File: src/design/utf8e_pkg.sv
`default_nettype none

package utf8e_pkg;

  localparam int LENGTH_BITS_DEF = 16;
  localparam int QUEUE_DEPTH     = 2;

  localparam logic [15:0] BUDGET_RESET = 16'hFFFF;

  localparam logic [31:0] CP_MAX_1B = 32'h0000_007F;
  localparam logic [31:0] CP_MAX_2B = 32'h0000_07FF;
  localparam logic [31:0] CP_MAX_3B = 32'h0000_FFFF;
  localparam logic [31:0] CP_MAX_4B = 32'h0010_FFFF;

  localparam logic [7:0] LEAD_2B = 8'hC0;
  localparam logic [7:0] LEAD_3B = 8'hE0;
  localparam logic [7:0] LEAD_4B = 8'hF0;
  localparam logic [7:0] CONT_HI = 8'h80;

  typedef enum logic [1:0] {
    KIND_DATA        = 2'd0,
    KIND_END_OK      = 2'd1,
    KIND_END_INVALID = 2'd2
  } kind_t;

  // One queued job for the back end: either the bytes of one character or
  // a single end-of-string item.
  typedef struct packed {
    kind_t           kind;
    logic [15:0]     total;
    logic [1:0]      last_idx;
    logic [3:0][7:0] bytes;
  } cmd_t;

  // Byte 0 goes out first.
  function automatic logic [3:0][7:0] utf8_bytes(input logic [20:0] cp,
                                                 input logic [1:0]  last_idx);
    logic [3:0][7:0] b;
    b = '0;
    case (last_idx)
      2'd0: begin
        b[0] = {1'b0, cp[6:0]};
      end
      2'd1: begin
        b[0] = LEAD_2B | {3'b000, cp[10:6]};
        b[1] = CONT_HI | {2'b00, cp[5:0]};
      end
      2'd2: begin
        b[0] = LEAD_3B | {4'b0000, cp[15:12]};
        b[1] = CONT_HI | {2'b00, cp[11:6]};
        b[2] = CONT_HI | {2'b00, cp[5:0]};
      end
      default: begin
        b[0] = LEAD_4B | {5'b00000, cp[20:18]};
        b[1] = CONT_HI | {2'b00, cp[17:12]};
        b[2] = CONT_HI | {2'b00, cp[11:6]};
        b[3] = CONT_HI | {2'b00, cp[5:0]};
      end
    endcase
    return b;
  endfunction

endpackage

`default_nettype wire

File: src/design/utf8e_front.sv
`default_nettype none

module utf8e_front #(
  parameter int LENGTH_BITS = utf8e_pkg::LENGTH_BITS_DEF
) (
  input  wire logic             clk,
  input  wire logic             rst_n,
  input  wire logic             cfg_wr_en,
  input  wire logic [15:0]      cfg_wr_data,
  input  wire logic             in_tvalid,
  output logic                  in_tready,
  input  wire logic [31:0]      in_tdata,
  input  wire logic             q_full,
  output logic                  q_push,
  output utf8e_pkg::cmd_t       q_cmd
);
  import utf8e_pkg::*;

  // Compare width covers both the count plus a character and the budget.
  localparam int CmpW = (LENGTH_BITS + 1 > 17) ? LENGTH_BITS + 1 : 17;

  logic [15:0]            budget_r;
  logic [LENGTH_BITS-1:0] bytes_used_r, bytes_used_nxt;
  logic                   stopped_r, stopped_nxt;
  logic                   invalid_r, invalid_nxt;

  logic            accept;
  logic            is_end;
  logic            is_bad;
  logic [2:0]      size;
  logic [1:0]      last_idx;
  logic [CmpW-1:0] sum_w;
  logic [CmpW-1:0] budget_w;
  logic [CmpW-1:0] max_w;
  logic [CmpW-1:0] limit_w;
  logic            over;
  logic [31:0]     used_ext;

  assign in_tready = !q_full;
  assign accept    = in_tvalid && in_tready;

  always_comb begin
    is_end = (in_tdata == 32'd0);
    is_bad = 1'b0;
    if (in_tdata <= CP_MAX_1B) begin
      size = 3'd1;
    end else if (in_tdata <= CP_MAX_2B) begin
      size = 3'd2;
    end else if (in_tdata <= CP_MAX_3B) begin
      size = 3'd3;
    end else if (in_tdata <= CP_MAX_4B) begin
      size = 3'd4;
    end else begin
      size   = 3'd4;
      is_bad = 1'b1;
    end
    last_idx = 2'(size - 3'd1);

    sum_w    = CmpW'(bytes_used_r) + CmpW'(size);
    budget_w = CmpW'(budget_r);
    max_w    = CmpW'({LENGTH_BITS{1'b1}});
    limit_w  = (budget_w < max_w) ? budget_w : max_w;
    over     = (sum_w > limit_w);
    used_ext = 32'(bytes_used_r);

    bytes_used_nxt = bytes_used_r;
    stopped_nxt    = stopped_r;
    invalid_nxt    = invalid_r;
    q_push         = 1'b0;
    q_cmd.kind     = KIND_DATA;
    q_cmd.total    = 16'd0;
    q_cmd.last_idx = last_idx;
    q_cmd.bytes    = utf8_bytes(in_tdata[20:0], last_idx);

    if (accept) begin
      if (is_end) begin
        q_push         = 1'b1;
        q_cmd.kind     = invalid_r ? KIND_END_INVALID : KIND_END_OK;
        q_cmd.total    = used_ext[15:0];
        q_cmd.last_idx = 2'd0;
        q_cmd.bytes    = '0;
        bytes_used_nxt = '0;
        stopped_nxt    = 1'b0;
        invalid_nxt    = 1'b0;
      end else if (!stopped_r) begin
        if (is_bad) begin
          stopped_nxt = 1'b1;
          invalid_nxt = 1'b1;
        end else if (over) begin
          stopped_nxt = 1'b1;
        end else begin
          q_push         = 1'b1;
          bytes_used_nxt = sum_w[LENGTH_BITS-1:0];
        end
      end
    end
  end

  always_ff @(posedge clk) begin
    if (!rst_n) begin
      budget_r     <= BUDGET_RESET;
      bytes_used_r <= '0;
      stopped_r    <= 1'b0;
      invalid_r    <= 1'b0;
    end else begin
      if (cfg_wr_en) begin
        budget_r <= cfg_wr_data;
      end
      bytes_used_r <= bytes_used_nxt;
      stopped_r    <= stopped_nxt;
      invalid_r    <= invalid_nxt;
    end
  end

endmodule

`default_nettype wire

File: src/design/utf8e_queue.sv
`default_nettype none

module utf8e_queue (
  input  wire logic            clk,
  input  wire logic            rst_n,
  input  wire logic            push,
  input  wire utf8e_pkg::cmd_t push_cmd,
  input  wire logic            pop,
  output logic                 full,
  output logic                 head_valid,
  output utf8e_pkg::cmd_t      head_cmd
);
  import utf8e_pkg::*;

  localparam int PtrW = $clog2(QUEUE_DEPTH);
  localparam int CntW = $clog2(QUEUE_DEPTH + 1);

  cmd_t            entry_r [QUEUE_DEPTH];
  logic [PtrW-1:0] wr_ptr_r, wr_ptr_nxt;
  logic [PtrW-1:0] rd_ptr_r, rd_ptr_nxt;
  logic [CntW-1:0] count_r, count_nxt;

  assign full       = (count_r == CntW'(QUEUE_DEPTH));
  assign head_valid = (count_r != '0);
  assign head_cmd   = entry_r[rd_ptr_r];

  always_comb begin
    wr_ptr_nxt = wr_ptr_r;
    rd_ptr_nxt = rd_ptr_r;
    count_nxt  = count_r;
    if (push) begin
      wr_ptr_nxt = (wr_ptr_r == PtrW'(QUEUE_DEPTH - 1)) ? '0 : wr_ptr_r + 1'b1;
    end
    if (pop) begin
      rd_ptr_nxt = (rd_ptr_r == PtrW'(QUEUE_DEPTH - 1)) ? '0 : rd_ptr_r + 1'b1;
    end
    if (push && !pop) begin
      count_nxt = count_r + 1'b1;
    end else if (pop && !push) begin
      count_nxt = count_r - 1'b1;
    end
  end

  always_ff @(posedge clk) begin
    if (!rst_n) begin
      wr_ptr_r <= '0;
      rd_ptr_r <= '0;
      count_r  <= '0;
    end else begin
      wr_ptr_r <= wr_ptr_nxt;
      rd_ptr_r <= rd_ptr_nxt;
      count_r  <= count_nxt;
    end
  end

  always_ff @(posedge clk) begin
    if (push) begin
      entry_r[wr_ptr_r] <= push_cmd;
    end
  end

endmodule

`default_nettype wire

File: src/design/utf8e_back.sv
`default_nettype none

module utf8e_back (
  input  wire logic            clk,
  input  wire logic            rst_n,
  input  wire logic            head_valid,
  input  wire utf8e_pkg::cmd_t head_cmd,
  output logic                 pop,
  output logic                 out_tvalid,
  input  wire logic            out_tready,
  output logic [23:0]          out_tdata,
  output logic [1:0]           out_tuser,
  output logic                 out_tlast
);
  import utf8e_pkg::*;

  logic [1:0]  idx_r, idx_nxt;
  logic        valid_r, valid_nxt;
  logic [7:0]  byte_r;
  logic [15:0] total_r;
  kind_t       kind_r;
  logic        last_r;

  logic load;
  logic at_last;

  assign out_tvalid = valid_r;
  assign out_tdata  = {total_r, byte_r};
  assign out_tuser  = kind_r;
  assign out_tlast  = last_r;

  // The output register reloads when a queue entry waits and it is empty or
  // being drained, so a byte leaves every cycle while the receiver keeps up.
  always_comb begin
    load      = head_valid && (!valid_r || out_tready);
    at_last   = (idx_r == head_cmd.last_idx);
    pop       = load && at_last;
    idx_nxt   = idx_r;
    valid_nxt = valid_r;
    if (load) begin
      idx_nxt   = at_last ? 2'd0 : idx_r + 2'd1;
      valid_nxt = 1'b1;
    end else if (out_tready) begin
      valid_nxt = 1'b0;
    end
  end

  always_ff @(posedge clk) begin
    if (!rst_n) begin
      idx_r   <= 2'd0;
      valid_r <= 1'b0;
    end else begin
      idx_r   <= idx_nxt;
      valid_r <= valid_nxt;
    end
  end

  always_ff @(posedge clk) begin
    if (load) begin
      byte_r  <= head_cmd.bytes[idx_r];
      total_r <= head_cmd.total;
      kind_r  <= head_cmd.kind;
      last_r  <= at_last;
    end
  end

endmodule

`default_nettype wire

File: src/design/utf8_encoder_with_budget_core.sv
// UTF-8 encoder with a per-string byte budget.
//
// The input stream carries one 32-bit code point per transaction; a zero
// code point ends the current string. Each character is turned into one to
// four byte transactions on the output stream, tlast marking the final byte
// of a character. A string end gives one transaction with the byte count in
// tdata[23:8] and the status in tuser. Characters that would overrun the
// budget, or that lie above U+10FFFF, cut the string: they and everything
// up to the terminator produce nothing. The budget register is written via
// cfg_wr_en/cfg_wr_data; the user must do so only while idle (not enforced).
//
// An accepted input passes through the queue and then the output register
// before its first byte appears on the output.
// The output side moves one byte per cycle while the receiver keeps up, and
// a character gives one to four bytes of the serialiser; input is taken every
// cycle while the two-entry queue in front of the serialiser has room.
// A stall on the output holds the output register and fills the queue, after
// which in_tready drops. Reset clears the count, the flags and the queue, and
// sets the budget to 65535.
`default_nettype none

module utf8_encoder_with_budget_core #(
  parameter int LENGTH_BITS = utf8e_pkg::LENGTH_BITS_DEF
) (
  input  wire logic        clk,
  input  wire logic        rst_n,
  input  wire logic        cfg_wr_en,
  input  wire logic [15:0] cfg_wr_data,
  input  wire logic        in_tvalid,
  output logic             in_tready,
  input  wire logic [31:0] in_tdata,   // [31:0] code_point
  output logic             out_tvalid,
  input  wire logic        out_tready,
  output logic [23:0]      out_tdata,  // [7:0] out_byte, [23:8] total_length
  output logic [1:0]       out_tuser,  // [1:0] kind
  output logic             out_tlast
);
  import utf8e_pkg::*;

  logic q_full;
  logic q_push;
  logic q_pop;
  logic q_head_valid;
  cmd_t q_cmd;
  cmd_t q_head;

  utf8e_front #(
    .LENGTH_BITS(LENGTH_BITS)
  ) u_front (
    .clk        (clk),
    .rst_n      (rst_n),
    .cfg_wr_en  (cfg_wr_en),
    .cfg_wr_data(cfg_wr_data),
    .in_tvalid  (in_tvalid),
    .in_tready  (in_tready),
    .in_tdata   (in_tdata),
    .q_full     (q_full),
    .q_push     (q_push),
    .q_cmd      (q_cmd)
  );

  utf8e_queue u_queue (
    .clk       (clk),
    .rst_n     (rst_n),
    .push      (q_push),
    .push_cmd  (q_cmd),
    .pop       (q_pop),
    .full      (q_full),
    .head_valid(q_head_valid),
    .head_cmd  (q_head)
  );

  utf8e_back u_back (
    .clk       (clk),
    .rst_n     (rst_n),
    .head_valid(q_head_valid),
    .head_cmd  (q_head),
    .pop       (q_pop),
    .out_tvalid(out_tvalid),
    .out_tready(out_tready),
    .out_tdata (out_tdata),
    .out_tuser (out_tuser),
    .out_tlast (out_tlast)
  );

endmodule

`default_nettype wire

File: config.mk
export PLATFORM = sky130hd
export DESIGN_NAME = utf8_encoder_with_budget_core
export DESIGN_NICKNAME = d
export VERILOG_FILES = /design/src/design/utf8e_pkg.sv /design/src/design/utf8e_front.sv /design/src/design/utf8e_queue.sv /design/src/design/utf8e_back.sv /design/src/design/utf8_encoder_with_budget_core.sv
export SDC_FILE = /design/constraint.sdc
export NUM_CORES = 1
export LEC_CHECK = 0
export ABC_AREA = 1
export BUFFER_PORTS_ARGS = -buffer_cell sky130_fd_sc_hd__buf_2
export CORE_ASPECT_RATIO = 0.5
export CORE_UTILIZATION = 45
export DETAILED_ROUTE_END_ITERATION = 16
export PLACE_DENSITY = 0.7
export SYNTH_ARGS = -nofsm -noshare
export SYNTH_HDL_FRONTEND = slang
export SYNTH_SLANG_ARGS = --single-unit
File: constraint.sdc
create_clock -name clk -period 10.53 [get_ports clk]
set_input_delay 2.6325 -clock clk [delete_from_list [all_inputs] [get_ports clk]]
set_output_delay 2.6325 -clock clk [all_outputs]
set_load 0.01 [all_outputs]
# Yosys cells after proc, flatten, opt, wreduce, memory -nomap -nowiden
# Memories as Yosys holds them, arrays and structs flattened. A register that Yosys moved wholly into a read port is not among the register bits.
# Cells that the tools add are included.
# totals
reg_bits,68
latchBits,0
ram_bits,104
rom_bits,0
in_bits,53
out_inout_bits,29
elab_cells,99
n_memories,1
# mem_list
memory,depth,word_bits,read_ports,rd_ports_with_merged_regs,write_ports,line,text
u_queue.entry_r,2,52,1,1,1,utf8e_queue.sv:18,cmd_t entry_r [QUEUE_DEPTH];
# op_classes
addsub,7
mul,0
n_div,0
magnitude_cmp,7
eq_ne,7
shift,0
mux,44
bitwise,0
n_reduce_logical,20
# op_table
cell,count
two-way mux 52 bit,2
two-way mux 16 bit,5
one-hot mux 8 bit (3 select lines),2
<= comparator 32 x 11 -> 1 bit (second input constant),1
<= comparator 32 x 16 -> 1 bit (second input constant),1
<= comparator 32 x 21 -> 1 bit (second input constant),1
<= comparator 32 x 7 -> 1 bit (second input constant),1
zero test 32 bit,1
two-way mux 1 bit,24
adder 16 x 3 -> 17 bit,1
> comparator 17 bit,1
binary-select mux 8 bit (select 2 bit),1
less-than comparator 16 bit (second input constant),1
two-way mux 8 bit,2
one-hot mux 8 bit (2 select lines),1
two-way mux 3 bit,3
two-way mux 2 bit,4
nonzero test 2 bit,4
logical AND 1 bit,5
adder 2 x 1 -> 2 bit (second input constant),2
equality test 2 bit (second input constant),2
zero test 1 bit,4
inequality test 2 x 1 -> 1 bit (second input constant),2
AND reduction 4 bit,1
11 further kinds,13

# Longest topological paths before layout
# Gate-level depths: netlist of run 1.
# depth
depth_word,15
mapped_depth,34

# Hierarchy
# Synthesis of run 1 repeated with hierarchy kept, for this count alone.
# hier_totals
cells_unflattened,817
hier_area_um2,8575.7
# by_module_without_submodules
module,n_inst,cells_each,area_per_inst_um2,seq_area_each_um2
utf8e_queue,1,197,4235.3,3223.1
utf8e_front,1,517,3081.7,680.7
utf8e_back,1,103,1258.7,870.8

# Least setup slack after synthesis of run 1
# OpenSTA, ideal clock, no wires.
# synth_timing
path_kind,input-to-reg
startpoint,input port in_tdata[23]
endpoint,memory u_queue.entry_r[1][0] (netlist bit) (enable)
setup_ps,414
t_arrival_ps,7349
t_required_ps,10116
setup_slack_ps,2767
cell_stages,28
path_buffers,1
path_cell_list,or2_4 nor4_4 nand2_4 inv_1 o21ai_0 inv_1 ha_1 inv_1 fa_1 o21ai_2 nand4_1 nor2_1 nand2_1 xor2_1 inv_1 ha_1 nand2_1 inv_1 nand2_1 nor2_1 a21oi_1 nand3_1 nand2_1 nand2_1 nand2_2 a21oi_4 buf_6 nor2_2
# synth_between
elab_chain_cells,13
word_cells_on_any_way,21
cone_classes,1 x add/sub; 5 x order compare; 14 x mux; 1 x reduce/logical
# synth_rtl
element,line,text
"start, declared",utf8_encoder_with_budget_core.sv:31,"input wire logic [31:0] in_tdata,"
<= comparator 32 x 16 -> 1 bit,utf8e_front.sv:49,end else if (in_tdata <= CP_MAX_3B) begin
two-way mux 3 bit,utf8e_front.sv:49,
two-way mux 3 bit,utf8e_front.sv:47,end else if (in_tdata <= CP_MAX_2B) begin
two-way mux 3 bit,utf8e_front.sv:45,if (in_tdata <= CP_MAX_1B) begin
adder 16 x 3 -> 17 bit,utf8e_front.sv:59,sum_w = CmpW'(bytes_used_r) + CmpW'(size);
> comparator 17 bit,utf8e_front.sv:63,over = (sum_w > limit_w);
two-way mux 1 bit,utf8e_front.sv:89,end else if (over) begin
two-way mux 1 bit,utf8e_front.sv:86,if (is_bad) begin
two-way mux 1 bit,utf8e_front.sv:85,end else if (!stopped_r) begin
two-way mux 1 bit *,utf8e_front.sv:76,if (is_end) begin
two-way mux 1 bit *,utf8e_front.sv:75,if (accept) begin
two-way mux 1 bit *,utf8e_queue.sv:57,if (push) begin
two-way mux 1 bit (not written as such) *,utf8e_queue.sv:58,entry_r[wr_ptr_r] <= push_cmd;
"end, declared",utf8e_queue.sv:18,
# Mark *: on every way between the ends. The rest lies on a longest branch, timed or not.

# Final worst setup path of run 1
# layout_timing
startpoint,input port in_tdata[18]
endpoint,memory u_queue.entry_r[1][0] (netlist bit) (enable)
# Same word-level chain as after synthesis.

==> flow_summary.json, run 1 <==
{
  "max_stage_delay_ps": 540,
  "dr_total_vias": 5839,
  "synthesis.nets": 917,
  "antenna_cells": 0,
  "worstMarginPinSlew_ps": 874,
  "whs_endpoint": "u_front.bytes_used_r[14]$_SDFFE_PN0P_",
  "swShare_pct": 28.2,
  "rsz0062_at_grt": "no",
  "p_seq_share_pct": 46.6,
  "report.final.hold_viol_count": 0,
  "core_sq_um": 16600,
  "skew_ps": 11.3,
  "required_ps": 10580,
  "ys_async_sr_fraction_pct": 0,
  "synth_largest_area_cell": "edfxtp_1",
  "cts.sinks": 163,
  "post_cts_buffers": 0,
  "drtAntennaViolNets": 0,
  "start_util_pct": 46.8,
  "cts_tree": "built",
  "fp.dieArea_sq_um": 17900,
  "antenna_found_initial": 0,
  "hp-class": "flip-flop to flip-flop",
  "synth_top_cell_area_share_pct": 46.6,
  "areaGrowthSynthToFinish_pct": 14.9,
  "synth-edff-count": 121,
  "grt_max_degree": 49,
  "path_clk_slew_ps": 60,
  "fin_crit_sh_pct": 69.5,
  "worstPathArrival_ps": 7370,
  "grt_use_total_pct": 20.2,
  "die_w_um": 188,
  "final_max_slew_viol_count": 0,
  "crit_slowest_cell": "buf_4",
  "drv_cap": 0,
  "reg2reg_depth": 22,
  "drive_above_1_share_pct": 16.4,
  "r2r_slack_ps": 6210,
  "holdBufCountCts": 0,
  "rr_startpoint": "u_front.bytes_used_r[0]$_SDFFE_PN0P_",
  "post-synth-top-count-cell": "nand2_1",
  "via_per_inst": 5.08,
  "synth_area_leaders": "edfxtp_1 47%, dfxtp_1 11%, nand2_1 8.9%",
  "synth_ff_type": "edfxtp_1",
  "combPwrFrac_pct": 18.2,
  "syn_area_sq_um": 7790,
  "grt_pass1_vias": 5815,
  "pin_count": 82,
  "seq_area_frac_synth_pct": 57.4,
  "outcome": "completed",
  "rows": 33,
  "switchingPower_mw": 0.479,
  "pwr-share-clk_pct": 35.2,
  "cts_made_buffers": 17,
  "crit_fanout": 47,
  "overflow": 0,
  "grt_pass1_wl_um": 28100,
  "min-delay-start": "u_front.bytes_used_r[14]$_SDFFE_PN0P_",
  "p_leak_nw": 3.89,
  "clk_path_buf_depth": 2,
  "yosysWarningCount": 0,
  "cp-end-kind": "flip-flop",
  "min_path_cells": 2,
  "root_buffer": "clkbuf_16",
  "setup-tns-final_ps": 0,
  "drc": 0,
  "syn_area_per_cell_sq_um": 9.30,
  "p_int_mw": 1.22,
  "yosysUniqueCellTypes": 45,
  "relSlewSlack_pct": 41.7,
  "drt-wirelength-per-cell_um": 14.8,
  "initialDrtViolationCount": 514,
  "finalCriticalPeriod_ps": 7320,
  "power.density_nw_per_um2": 190,
  "portBuffers": 81,
  "ys_top_cells_by_count": "184 x nand2_1, 121 x edfxtp_1, 121 x nor2_1, 96 x inv_1, 61 x o21ai_0",
  "ir_drop_mv": 0.124,
  "dr.pass1.iters": 5,
  "ys_seq_elements": 163,
  "netlist_instances": 838,
  "achievable-frequency_mhz": 137,
  "die_y_um": 95.0,
  "clock_insertion_delay_worst_skew_ps": 420,
  "hpwl_um": 11600,
  "postRouteWirelength_um": 17000,
  "setup_viol": 0,
  "htreeDepth": 4,
  "gp_congestion": 0.886,
  "crit_path_start_kind": "input pin",
  "timing.rr.end": "u_queue.entry_r[1][0]$_DFFE_PP_",
  "nNetsFinal": 990,
  "critPathKind": "input pin to flip-flop",
  "post_cts_resized": 0,
  "fin_util_pct": 53.8,
  "power_mw": 1.70
}
placed cells by master (no fill, tap or decap), types with 2 or more instances in the layout:
| master | netlist | layout |
|---|---|---|
| inv_6 | 0 | 3 |
| nand3_1 | 31 | 31 |
| a41oi_1 | 3 | 3 |
| a21oi_4 | 1 | 2 |
| a21oi_1 | 31 | 30 |
| nand2_1 | 184 | 184 |
| clkinv_4 | 1 | 2 |
| inv_1 | 96 | 96 |
| o21a_1 | 2 | 2 |
| buf_4 | 0 | 5 |
| nor3_1 | 10 | 10 |
| nor4_1 | 3 | 3 |
| clkinvlp_4 | 0 | 3 |
| o22ai_1 | 6 | 6 |
| nand2_4 | 2 | 2 |
| inv_2 | 3 | 3 |
| edfxtp_1 | 121 | 121 |
| o21ai_0 | 61 | 61 |
| clkbuf_16 | 0 | 17 |
| clkinv_1 | 0 | 2 |
| bufinv_16 | 0 | 2 |
| xor2_1 | 7 | 7 |
| nand4_1 | 7 | 7 |
| buf_2 | 2 | 81 |
| nand2_8 | 2 | 2 |
| nor2_4 | 1 | 3 |
| nor2_1 | 121 | 121 |
| nor2_2 | 13 | 11 |
| nand3_2 | 7 | 7 |
| a31oi_1 | 11 | 11 |
| ha_1 | 25 | 25 |
| dfxtp_1 | 42 | 42 |
metrics by stage:
stage	std cells	area, sq um	worst slack, ps	hold slack (ps)
6_report	1149	8950	3210	466
5_1_grt	1149	8950	2660	494
4_1_cts	1149	8950	3230	466
3_5_place_dp	1119	8390	2810	458
3_3_place_gp	1119	8390	3080	455
2_1_floorplan	838	7790	2770	438
cell type report:
type	instances	area, sq um
inverter	100	380
tap	227	284
timing repair buffer	86	443
multi-input combinational	543	2810
clock buffer	18	429
clock inverter	12	130
sequential	163	4470
fill	1471	7690
critical path: cells and delay by family:
| family | cells | cell delay, ps |
|---|---|---|
| compound gates | 4 | 740 |
| simple gates | 15 | 1810 |
| xor+xnor | 1 | 190 |
| fa+ha+maj | 3 | 910 |
| buf+inv | 7 | 1080 |
worst max path at each step:
stage,start,endpoint,slack [ps],cells after the start
global placement,in_tdata[23],u_queue.entry_r[0][25]$_DFFE_PP_,3080,29
detailed placement,in_tdata[18],u_queue.entry_r[0][8]$_DFFE_PP_,2810,30
global route,in_tdata[18],u_queue.entry_r[1][25]$_DFFE_PP_,2660,30
CTS,in_tdata[18],u_queue.entry_r[1][25]$_DFFE_PP_,3230,30
finish,in_tdata[18],u_queue.entry_r[1][0]$_DFFE_PP_,3210,30
floorplan,in_tdata[23],u_queue.entry_r[1][0]$_DFFE_PP_,2770,28
flip-flops by register name, indices dropped and copies added (netlist names), named ones only:
register,cells
u_queue.entry_r,94
u_back.total_r,16
u_front.budget_r,16
u_front.bytes_used_r,16
u_back.byte_r,8
u_back.idx_r,2
u_back.out_tuser,2
u_queue.count_r,2
u_back.out_tlast,1
u_back.out_tvalid,1
u_front.invalid_r,1
u_front.stopped_r,1
u_queue.rd_ptr_r,1
u_queue.wr_ptr_r,1
power groups by stage:
stage | clock, mW | combinational [mW] | sequential (mW)
floorplan | 0 | 0.154 | 0.840
global placement | 0 | 0.305 | 0.804
detailed placement | 0 | 0.311 | 0.806
CTS | 0.604 | 0.312 | 0.793
global route | 0.626 | 0.345 | 0.799
finish | 0.598 | 0.309 | 0.792
cell families after synthesis:
logic type      share of synthesized area, %
flops                                   57.4
xor+xnor                               0.899
fa+ha+maj                               4.27
simple gates                            22.0
compound gates                          8.61
buf+inv                                 6.76
metal layers:
layer	up-vias	share of wire (%)	global-route usage [%]
li1	2921	-	-
met1	2725	45	25.0
met2	158	49	36.0
met3	35	4.5	3.13
met4	0	2.2	8.40
met5	-	0	0
No activity file was read; power rests on OpenSTA's default activity.
==> run 2: changes to the inputs <==
- ABC_AREA: 1 -> 0
- PLACE_DENSITY: 0.7 -> 0.72
- clock period: 10.53 -> 6.52 ns (I/O delays scaled with it)
==> run 2 against run 1 <==
Critical path depth shrank 8. Flip-flop and latch count is the same. Core utilization grew 0.49 points. Routed wire length shrank 4.0%. Clock power grew 69%. Worst setup slack lost 2900 ps. Critical path type unchanged. Critical endpoint is now u_queue.count_r[1]$_SDFFE_PN0P_. Largest cell class unchanged.
==> flow_summary.json, run 2 <==
{
  "outcome": "completed",
  "final_max_slew_viol_count": 0,
  "placed_area_sq_um": 8320,
  "ys_async_sr_fraction_pct": 0,
  "power.density_nw_per_um2": 292,
  "root_buffer": "clkbuf_16",
  "timing.rr.end": "u_queue.count_r[1]$_SDFFE_PN0P_",
  "post_cts_resized": 0,
  "yosysUniqueCellTypes": 56,
  "crit_path_start_kind": "input pin",
  "setup_viol": 0,
  "cts_made_buffers": 17,
  "critPathKind": "input pin to flip-flop",
  "grt_use_total_pct": 19.9,
  "rr_startpoint": "u_front.bytes_used_r[0]$_SDFFE_PN0P_",
  "reg2reg_depth": 16,
  "place_ws_ps": -161,
  "max_stage_delay_ps": 590,
  "fin_util_pct": 54.3,
  "synth-edff-count": 121,
  "nNetsFinal": 765,
  "syn_area_sq_um": 7570,
  "fillers": 1381,
  "cts.sinks": 163,
  "antenna_found_initial": 0,
  "ir_drop_mv": 0.182,
  "grt_pass1_wl_um": 25900,
  "relSlewSlack_pct": 29.4,
  "rsz0062_at_grt": "no",
  "fin_crit_sh_pct": 95.1,
  "areaGrowthSynthToFinish_pct": 17.8,
  "start_util_pct": 46.1,
  "dr.max_layer_used": "met4",
  "htreeDepth": 4,
  "path_clk_slew_ps": 60,
  "drtAntennaViolNets": 0,
  "postRouteWirelength_um": 16300,
  "netlist_instances": 596,
  "synth_ff_type": "edfxtp_1",
  "drc": 0,
  "instances_no_fill": 926,
  "place_inst": 894,
  "clock_insertion_delay_worst_skew_ps": 430,
  "final_cell_mix": "121 x edfxtp_1, 81 x buf_2, 44 x nand2_1",
  "path_delay_family": "simple AND/OR/NAND/NOR gates",
  "via_per_inst": 5.48,
  "p_leak_nw": 3.50,
  "finalCriticalPeriod_ps": 6200,
  "crit_buf_inv": 3,
  "route.met3.wl_um": 967,
  "post-synth-top-count-cell": "edfxtp_1",
  "dr.pass1.iters": 5,
  "die_w_um": 185,
  "critPathMostFrequentCell": "ha_1",
  "grt_max_degree": 39,
  "required_ps": 6850,
  "path_cells": "buf_2 > or4_4 > nor2_2 > nand2_1 > a21o_1 > inv_1 > ha_1 > inv_1 > fa_1 > nor2b_2 > o21ai_2 > or2_2 > xnor2_1 > ha_1 > nand4_1 > nor2_1 > a41oi_1 > or4_1 > o21ai_2 > ha_1 > or3_1 > a21oi_1",
  "antenna_cells": 0,
  "post_cts_buffers": 0,
  "route.met2.wl_um": 7580,
  "holdBufCountCts": 0,
  "worstPathArrival_ps": 6530,
  "p_seq_share_pct": 49.2,
  "cts_tree": "built",
  "skew_ps": 11.0,
  "grt_pass1_vias": 5005,
  "syn_area_per_cell_sq_um": 12.7,
  "initialDrtViolationCount": 446,
  "p_int_mw": 1.94,
  "synthesis.nets": 675,
  "final_common_cell": "edfxtp_1",
  "cp-end-kind": "flip-flop",
  "setup-tns-final_ps": 0,
  "switchingPower_mw": 0.663,
  "drt-wirelength-per-cell_um": 17.6,
  "portBuffers": 81,
  "swShare_pct": 25.5,
  "r2r_slack_ps": 2340,
  "dr_total_vias": 5078,
  "critPathCapture": "u_queue.count_r[1]$_SDFFE_PN0P_",
  "seq_area_frac_synth_pct": 59.1,
  "yosysWarningCount": 0,
  "largest_register_ffs": 94,
  "hp-class": "flip-flop to flip-flop",
  "core_sq_um": 16400,
  "drv_cap": 0,
  "fin_area_sq_um": 8920,
  "rows": 33,
  "drive_above_1_share_pct": 29.5,
  "clk_path_buf_depth": 2,
  "die_y_um": 93.7,
  "timing.final.ws_setup_ps": 321,
  "hpwl_um": 11000,
  "overflow": 0,
  "fp.dieArea_sq_um": 17400,
  "pin_count": 82,
  "report.final.hold_viol_count": 0,
  "crit_slowest_cell": "or4_4",
  "ys_seq_elements": 163,
  "combPwrFrac_pct": 12.1,
  "ys_top_cells_by_count": "121 x edfxtp_1, 44 x nand2_1, 42 x dfxtp_1, 27 x a21oi_1, 26 x inv_1",
  "synth_largest_area_cell": "edfxtp_1",
  "achievable-frequency_mhz": 161,
  "gp_congestion": 0.897,
  "synth_top_cell_area_share_pct": 48.0,
  "crit_start": "in_tdata[18]",
  "synth_area_leaders": "edfxtp_1 48%, dfxtp_1 11%, ha_1 4.1%",
  "worstMarginPinSlew_ps": 1060,
  "crit_fanout": 6,
  "crit_cells": 22,
  "pwr-share-clk_pct": 38.7,
  "wl_met1_um": 7540,
  "regMostFlops": "u_queue.entry_r"
}
==> run 2: changes by cell type after synthesis, sizes merged, moves of 19 or more <==
cell,change
nand2,-142
nor2,-111
inv,-73
o21ai,-42
o211ai,+30
nand3,-27
mux2,+24
and2,+19
==> run 2: worst min path at each step <==
stage                     slack (ps)  depth (start not counted)                                  start                               endpoint
after global routing             510                          2  u_front.bytes_used_r[15]$_SDFFE_PN0P_  u_front.bytes_used_r[15]$_SDFFE_PN0P_
after detailed placement         480                          2  u_front.bytes_used_r[15]$_SDFFE_PN0P_  u_front.bytes_used_r[15]$_SDFFE_PN0P_
final                            490                          2  u_front.bytes_used_r[15]$_SDFFE_PN0P_  u_front.bytes_used_r[15]$_SDFFE_PN0P_
after CTS                        490                          2  u_front.bytes_used_r[15]$_SDFFE_PN0P_  u_front.bytes_used_r[15]$_SDFFE_PN0P_
after global placement           470                          2  u_front.bytes_used_r[15]$_SDFFE_PN0P_  u_front.bytes_used_r[15]$_SDFFE_PN0P_
after floorplan                  440                          2       u_front.budget_r[0]$_SDFFE_PN1P_       u_front.budget_r[0]$_SDFFE_PN1P_
==> run 2: worst register-to-register path: cells and delay by family, from the launching register on <==
kind | cells | cell delay, ps
flip-flops | 1 | 380
AO/OA/AOI/OAI | 4 | 660
adder cells (fa/ha/maj) | 4 | 1200
XOR/XNOR | 1 | 150
AND/OR/NAND/NOR | 6 | 1670
buffers and inverters | 1 | 50
==> run 2: cell type report <==
class	count	area [sq um]	share of cell area, %
sequential	163	4480	50.2
timing repair buffer	109	641	7.18
tap	227	284	3.18
clock buffer	18	429	4.81
multi-input combinational	368	2830	31.7
clock inverter	14	165	1.85
inverter	27	101	1.14
==> run 2: logic make-up (layout without fill, tap and decap cells) <==
kind of cell    after synthesis  after routing  synth area share (%)
xor+xnor                     19             19                  2.20
compound gates              108            108                  10.1
flops                       163            163                  59.1
simple gates                170            170                  12.2
buf+inv                      65            168                  3.75
fa+ha+maj                    26             26                  4.39
mux                          45             45                  8.33
==> run 2: metrics by stage <==
stage / hold WS (ps) / total power [mW]
2_1_floorplan: 440 / 1.48
5_1_grt: 509 / 2.71
3_5_place_dp: 479 / 1.62
6_report: 485 / 2.61
3_3_place_gp: 470 / 1.61
4_1_cts: 488 / 2.63
==> run 2: power groups by stage <==
stage | clock, mW | combinational (mW) | sequential, mW
floorplan | 0 | 0.153 | 1.32
global placement | 0 | 0.310 | 1.30
detailed placement | 0 | 0.317 | 1.31
CTS | 1.03 | 0.320 | 1.28
global route | 1.07 | 0.345 | 1.30
finish | 1.01 | 0.316 | 1.28
==> run 2: layer usage <==
| metal | vias up | track usage, % |
|---|---|---|
| met5 | - | 0 |
| met4 | 0 | 7.37 |
| met3 | 19 | 3.57 |
| met2 | 174 | 32.1 |
| met1 | 2452 | 26.9 |
| li1 | 2433 | - |
==> run 3: changes to the inputs <==
- REMOVE_ABC_BUFFERS: unset -> 1
==> run 3 against run 2 <==
Total power down 3.1%. Global-route usage up 0.36 points. Routed wire length up 2.1%. Fmax down 1.3%. Clock-buffer cell count unchanged. Core utilization down 0.17 points. Non-clock buffer count down 2. Worst setup slack worse by 79 ps. Final area down 0.31%. Critical endpoint unchanged. Largest power group unchanged.
==> flow_summary.json, run 3 (same netlist as run 2, synthesis figures left out) <==
{
  "hp-class": "flip-flop to flip-flop",
  "core_sq_um": 16400,
  "final_max_slew_viol_count": 0,
  "fin_area_sq_um": 8890,
  "drtAntennaViolNets": 0,
  "skew_ps": 12.7,
  "drt-wirelength-per-cell_um": 18.0,
  "finalCriticalPeriod_ps": 6280,
  "report.final.hold_viol_count": 0,
  "worstMarginPinSlew_ps": 1080,
  "grt_pass1_vias": 4910,
  "dr.max_layer_used": "met4",
  "outcome": "completed",
  "cp-end-kind": "flip-flop",
  "required_ps": 6850,
  "holdBufCountCts": 0,
  "regMostFlops": "u_queue.entry_r",
  "fp.dieArea_sq_um": 17400,
  "worstPathArrival_ps": 6610,
  "grt_max_degree": 36,
  "rsz0062_at_grt": "no",
  "start_util_pct": 46.1,
  "clk_path_buf_depth": 2,
  "grt_use_total_pct": 20.2,
  "drive_above_1_share_pct": 29.7,
  "gp_congestion": 0.842,
  "cts_tree": "built",
  "hpwl_um": 11300,
  "switchingPower_mw": 0.663,
  "swShare_pct": 26.3,
  "cts_made_buffers": 17,
  "nNetsFinal": 763,
  "instances_no_fill": 924,
  "portBuffers": 81,
  "die_w_um": 185,
  "drv_cap": 0,
  "dr_total_vias": 5120,
  "wl_met1_um": 7880,
  "crit_buf_inv": 3,
  "p_leak_nw": 3.48,
  "route.met2.wl_um": 7500,
  "crit_path_start_kind": "input pin",
  "ir_drop_mv": 0.203,
  "achievable-frequency_mhz": 159,
  "dr.pass1.iters": 5,
  "die_y_um": 93.7,
  "path_clk_slew_ps": 70,
  "final_cell_mix": "121 x edfxtp_1, 81 x buf_2, 44 x nand2_1",
  "areaGrowthSynthToFinish_pct": 17.4,
  "root_buffer": "clkbuf_16",
  "overflow": 0,
  "critPathKind": "input pin to flip-flop",
  "r2r_slack_ps": 2250,
  "setup_viol": 0,
  "place_inst": 890,
  "fillers": 1404,
  "fin_crit_sh_pct": 96.3,
  "drc": 0,
  "combPwrFrac_pct": 12.2,
  "rows": 33,
  "htreeDepth": 4,
  "placed_area_sq_um": 8310,
  "final_common_cell": "edfxtp_1",
  "antenna_found_initial": 0,
  "pwr-share-clk_pct": 37.0,
  "cts.sinks": 163,
  "antenna_cells": 0,
  "postRouteWirelength_um": 16600,
  "p_int_mw": 1.86,
  "pin_count": 82,
  "initialDrtViolationCount": 524,
  "relSlewSlack_pct": 28.1,
  "grt_pass1_wl_um": 26300,
  "route.met3.wl_um": 1020,
  "path_delay_family": "simple AND/OR/NAND/NOR gates",
  "path_cells": "buf_2 > or4_4 > nor2_1 > nand2_1 > a21o_1 > inv_1 > ha_1 > inv_1 > fa_1 > nor2b_2 > o21ai_2 > or2_2 > xnor2_1 > ha_1 > nand4_1 > nor2_2 > a41oi_2 > or4_4 > o21ai_2 > ha_1 > or3_1 > a21oi_1",
  "via_per_inst": 5.54,
  "max_stage_delay_ps": 580,
  "p_seq_share_pct": 50.7,
  "critPathMostFrequentCell": "ha_1",
  "crit_fanout": 4,
  "clock_insertion_delay_worst_skew_ps": 430,
  "crit_slowest_cell": "or4_4",
  "power.density_nw_per_um2": 284,
  "largest_register_ffs": 94
}
-- run 3: path summary, 6_finish.rpt --
check	to	startpoint	depth (start not counted)
worst max-delay path	u_queue.count_r[1]$_SDFFE_PN0P_	in_tdata[18]	22
worst min register to register	u_front.bytes_used_r[15]$_SDFFE_PN0P_	u_front.bytes_used_r[15]$_SDFFE_PN0P_	2
worst max register to register	u_queue.count_r[1]$_SDFFE_PN0P_	u_front.bytes_used_r[0]$_SDFFE_PN0P_	16
worst min-delay path	u_front.bytes_used_r[15]$_SDFFE_PN0P_	u_front.bytes_used_r[15]$_SDFFE_PN0P_	2
-- run 3: per-stage QoR --
stage | util, % | power, mW | setup slack (ps) | hold slack (ps) | TNS (ps)
after floorplan | - | 1.47 | -802 | 444 | -75770
after global placement | 50.5 | 1.61 | 23.6 | 469 | 0
after detailed placement | 50.5 | 1.62 | -140 | 473 | -9380
after CTS | 53.9 | 2.54 | 269 | 484 | 0
after global routing | 54.1 | 2.62 | 9.81 | 518 | 0
final | 54.1 | 2.52 | 242 | 480 | 0
-- run 3: routing by layer --
metal  vias to the layer above  global-route usage (%)
li1                       2435                       -
met1                      2491                    28.5
met2                       169                    31.3
met3                        25                    3.80
met4                         0                    6.96
met5                         -                       0
-- run 3: area by class of cell --
class | instances | area, sq um | area share (%)
clock inverters | 14 | 123 | 1.38
multi-input cells | 368 | 2840 | 32.0
clock buffers | 18 | 429 | 4.82
flip-flops and latches | 163 | 4480 | 50.3
well taps | 227 | 284 | 3.19
repair buffers | 107 | 638 | 7.17
inverters | 27 | 101 | 1.14
-- run 3: tightest hold or removal path: cells and delay by family (launching register included) --
family | cells | cell delay, ps
AOI/OAI and AO/OA | 2 | 110
DFF | 1 | 320
-- run 3: repair_timing --
item                       CTS  global route
buffers inserted             0             2
setup endpoints to repair    0            95
gates resized for setup      0             5
-- run 3: power groups by stage --
stage | combinational (mW) | sequential (mW) | clock, mW
6_report | 0.309 | 1.28 | 0.935
3_3_place_gp | 0.305 | 1.30 | 0
2_1_floorplan | 0.125 | 1.34 | 0
5_1_grt | 0.341 | 1.30 | 0.985
4_1_cts | 0.313 | 1.28 | 0.946
3_5_place_dp | 0.312 | 1.31 | 0
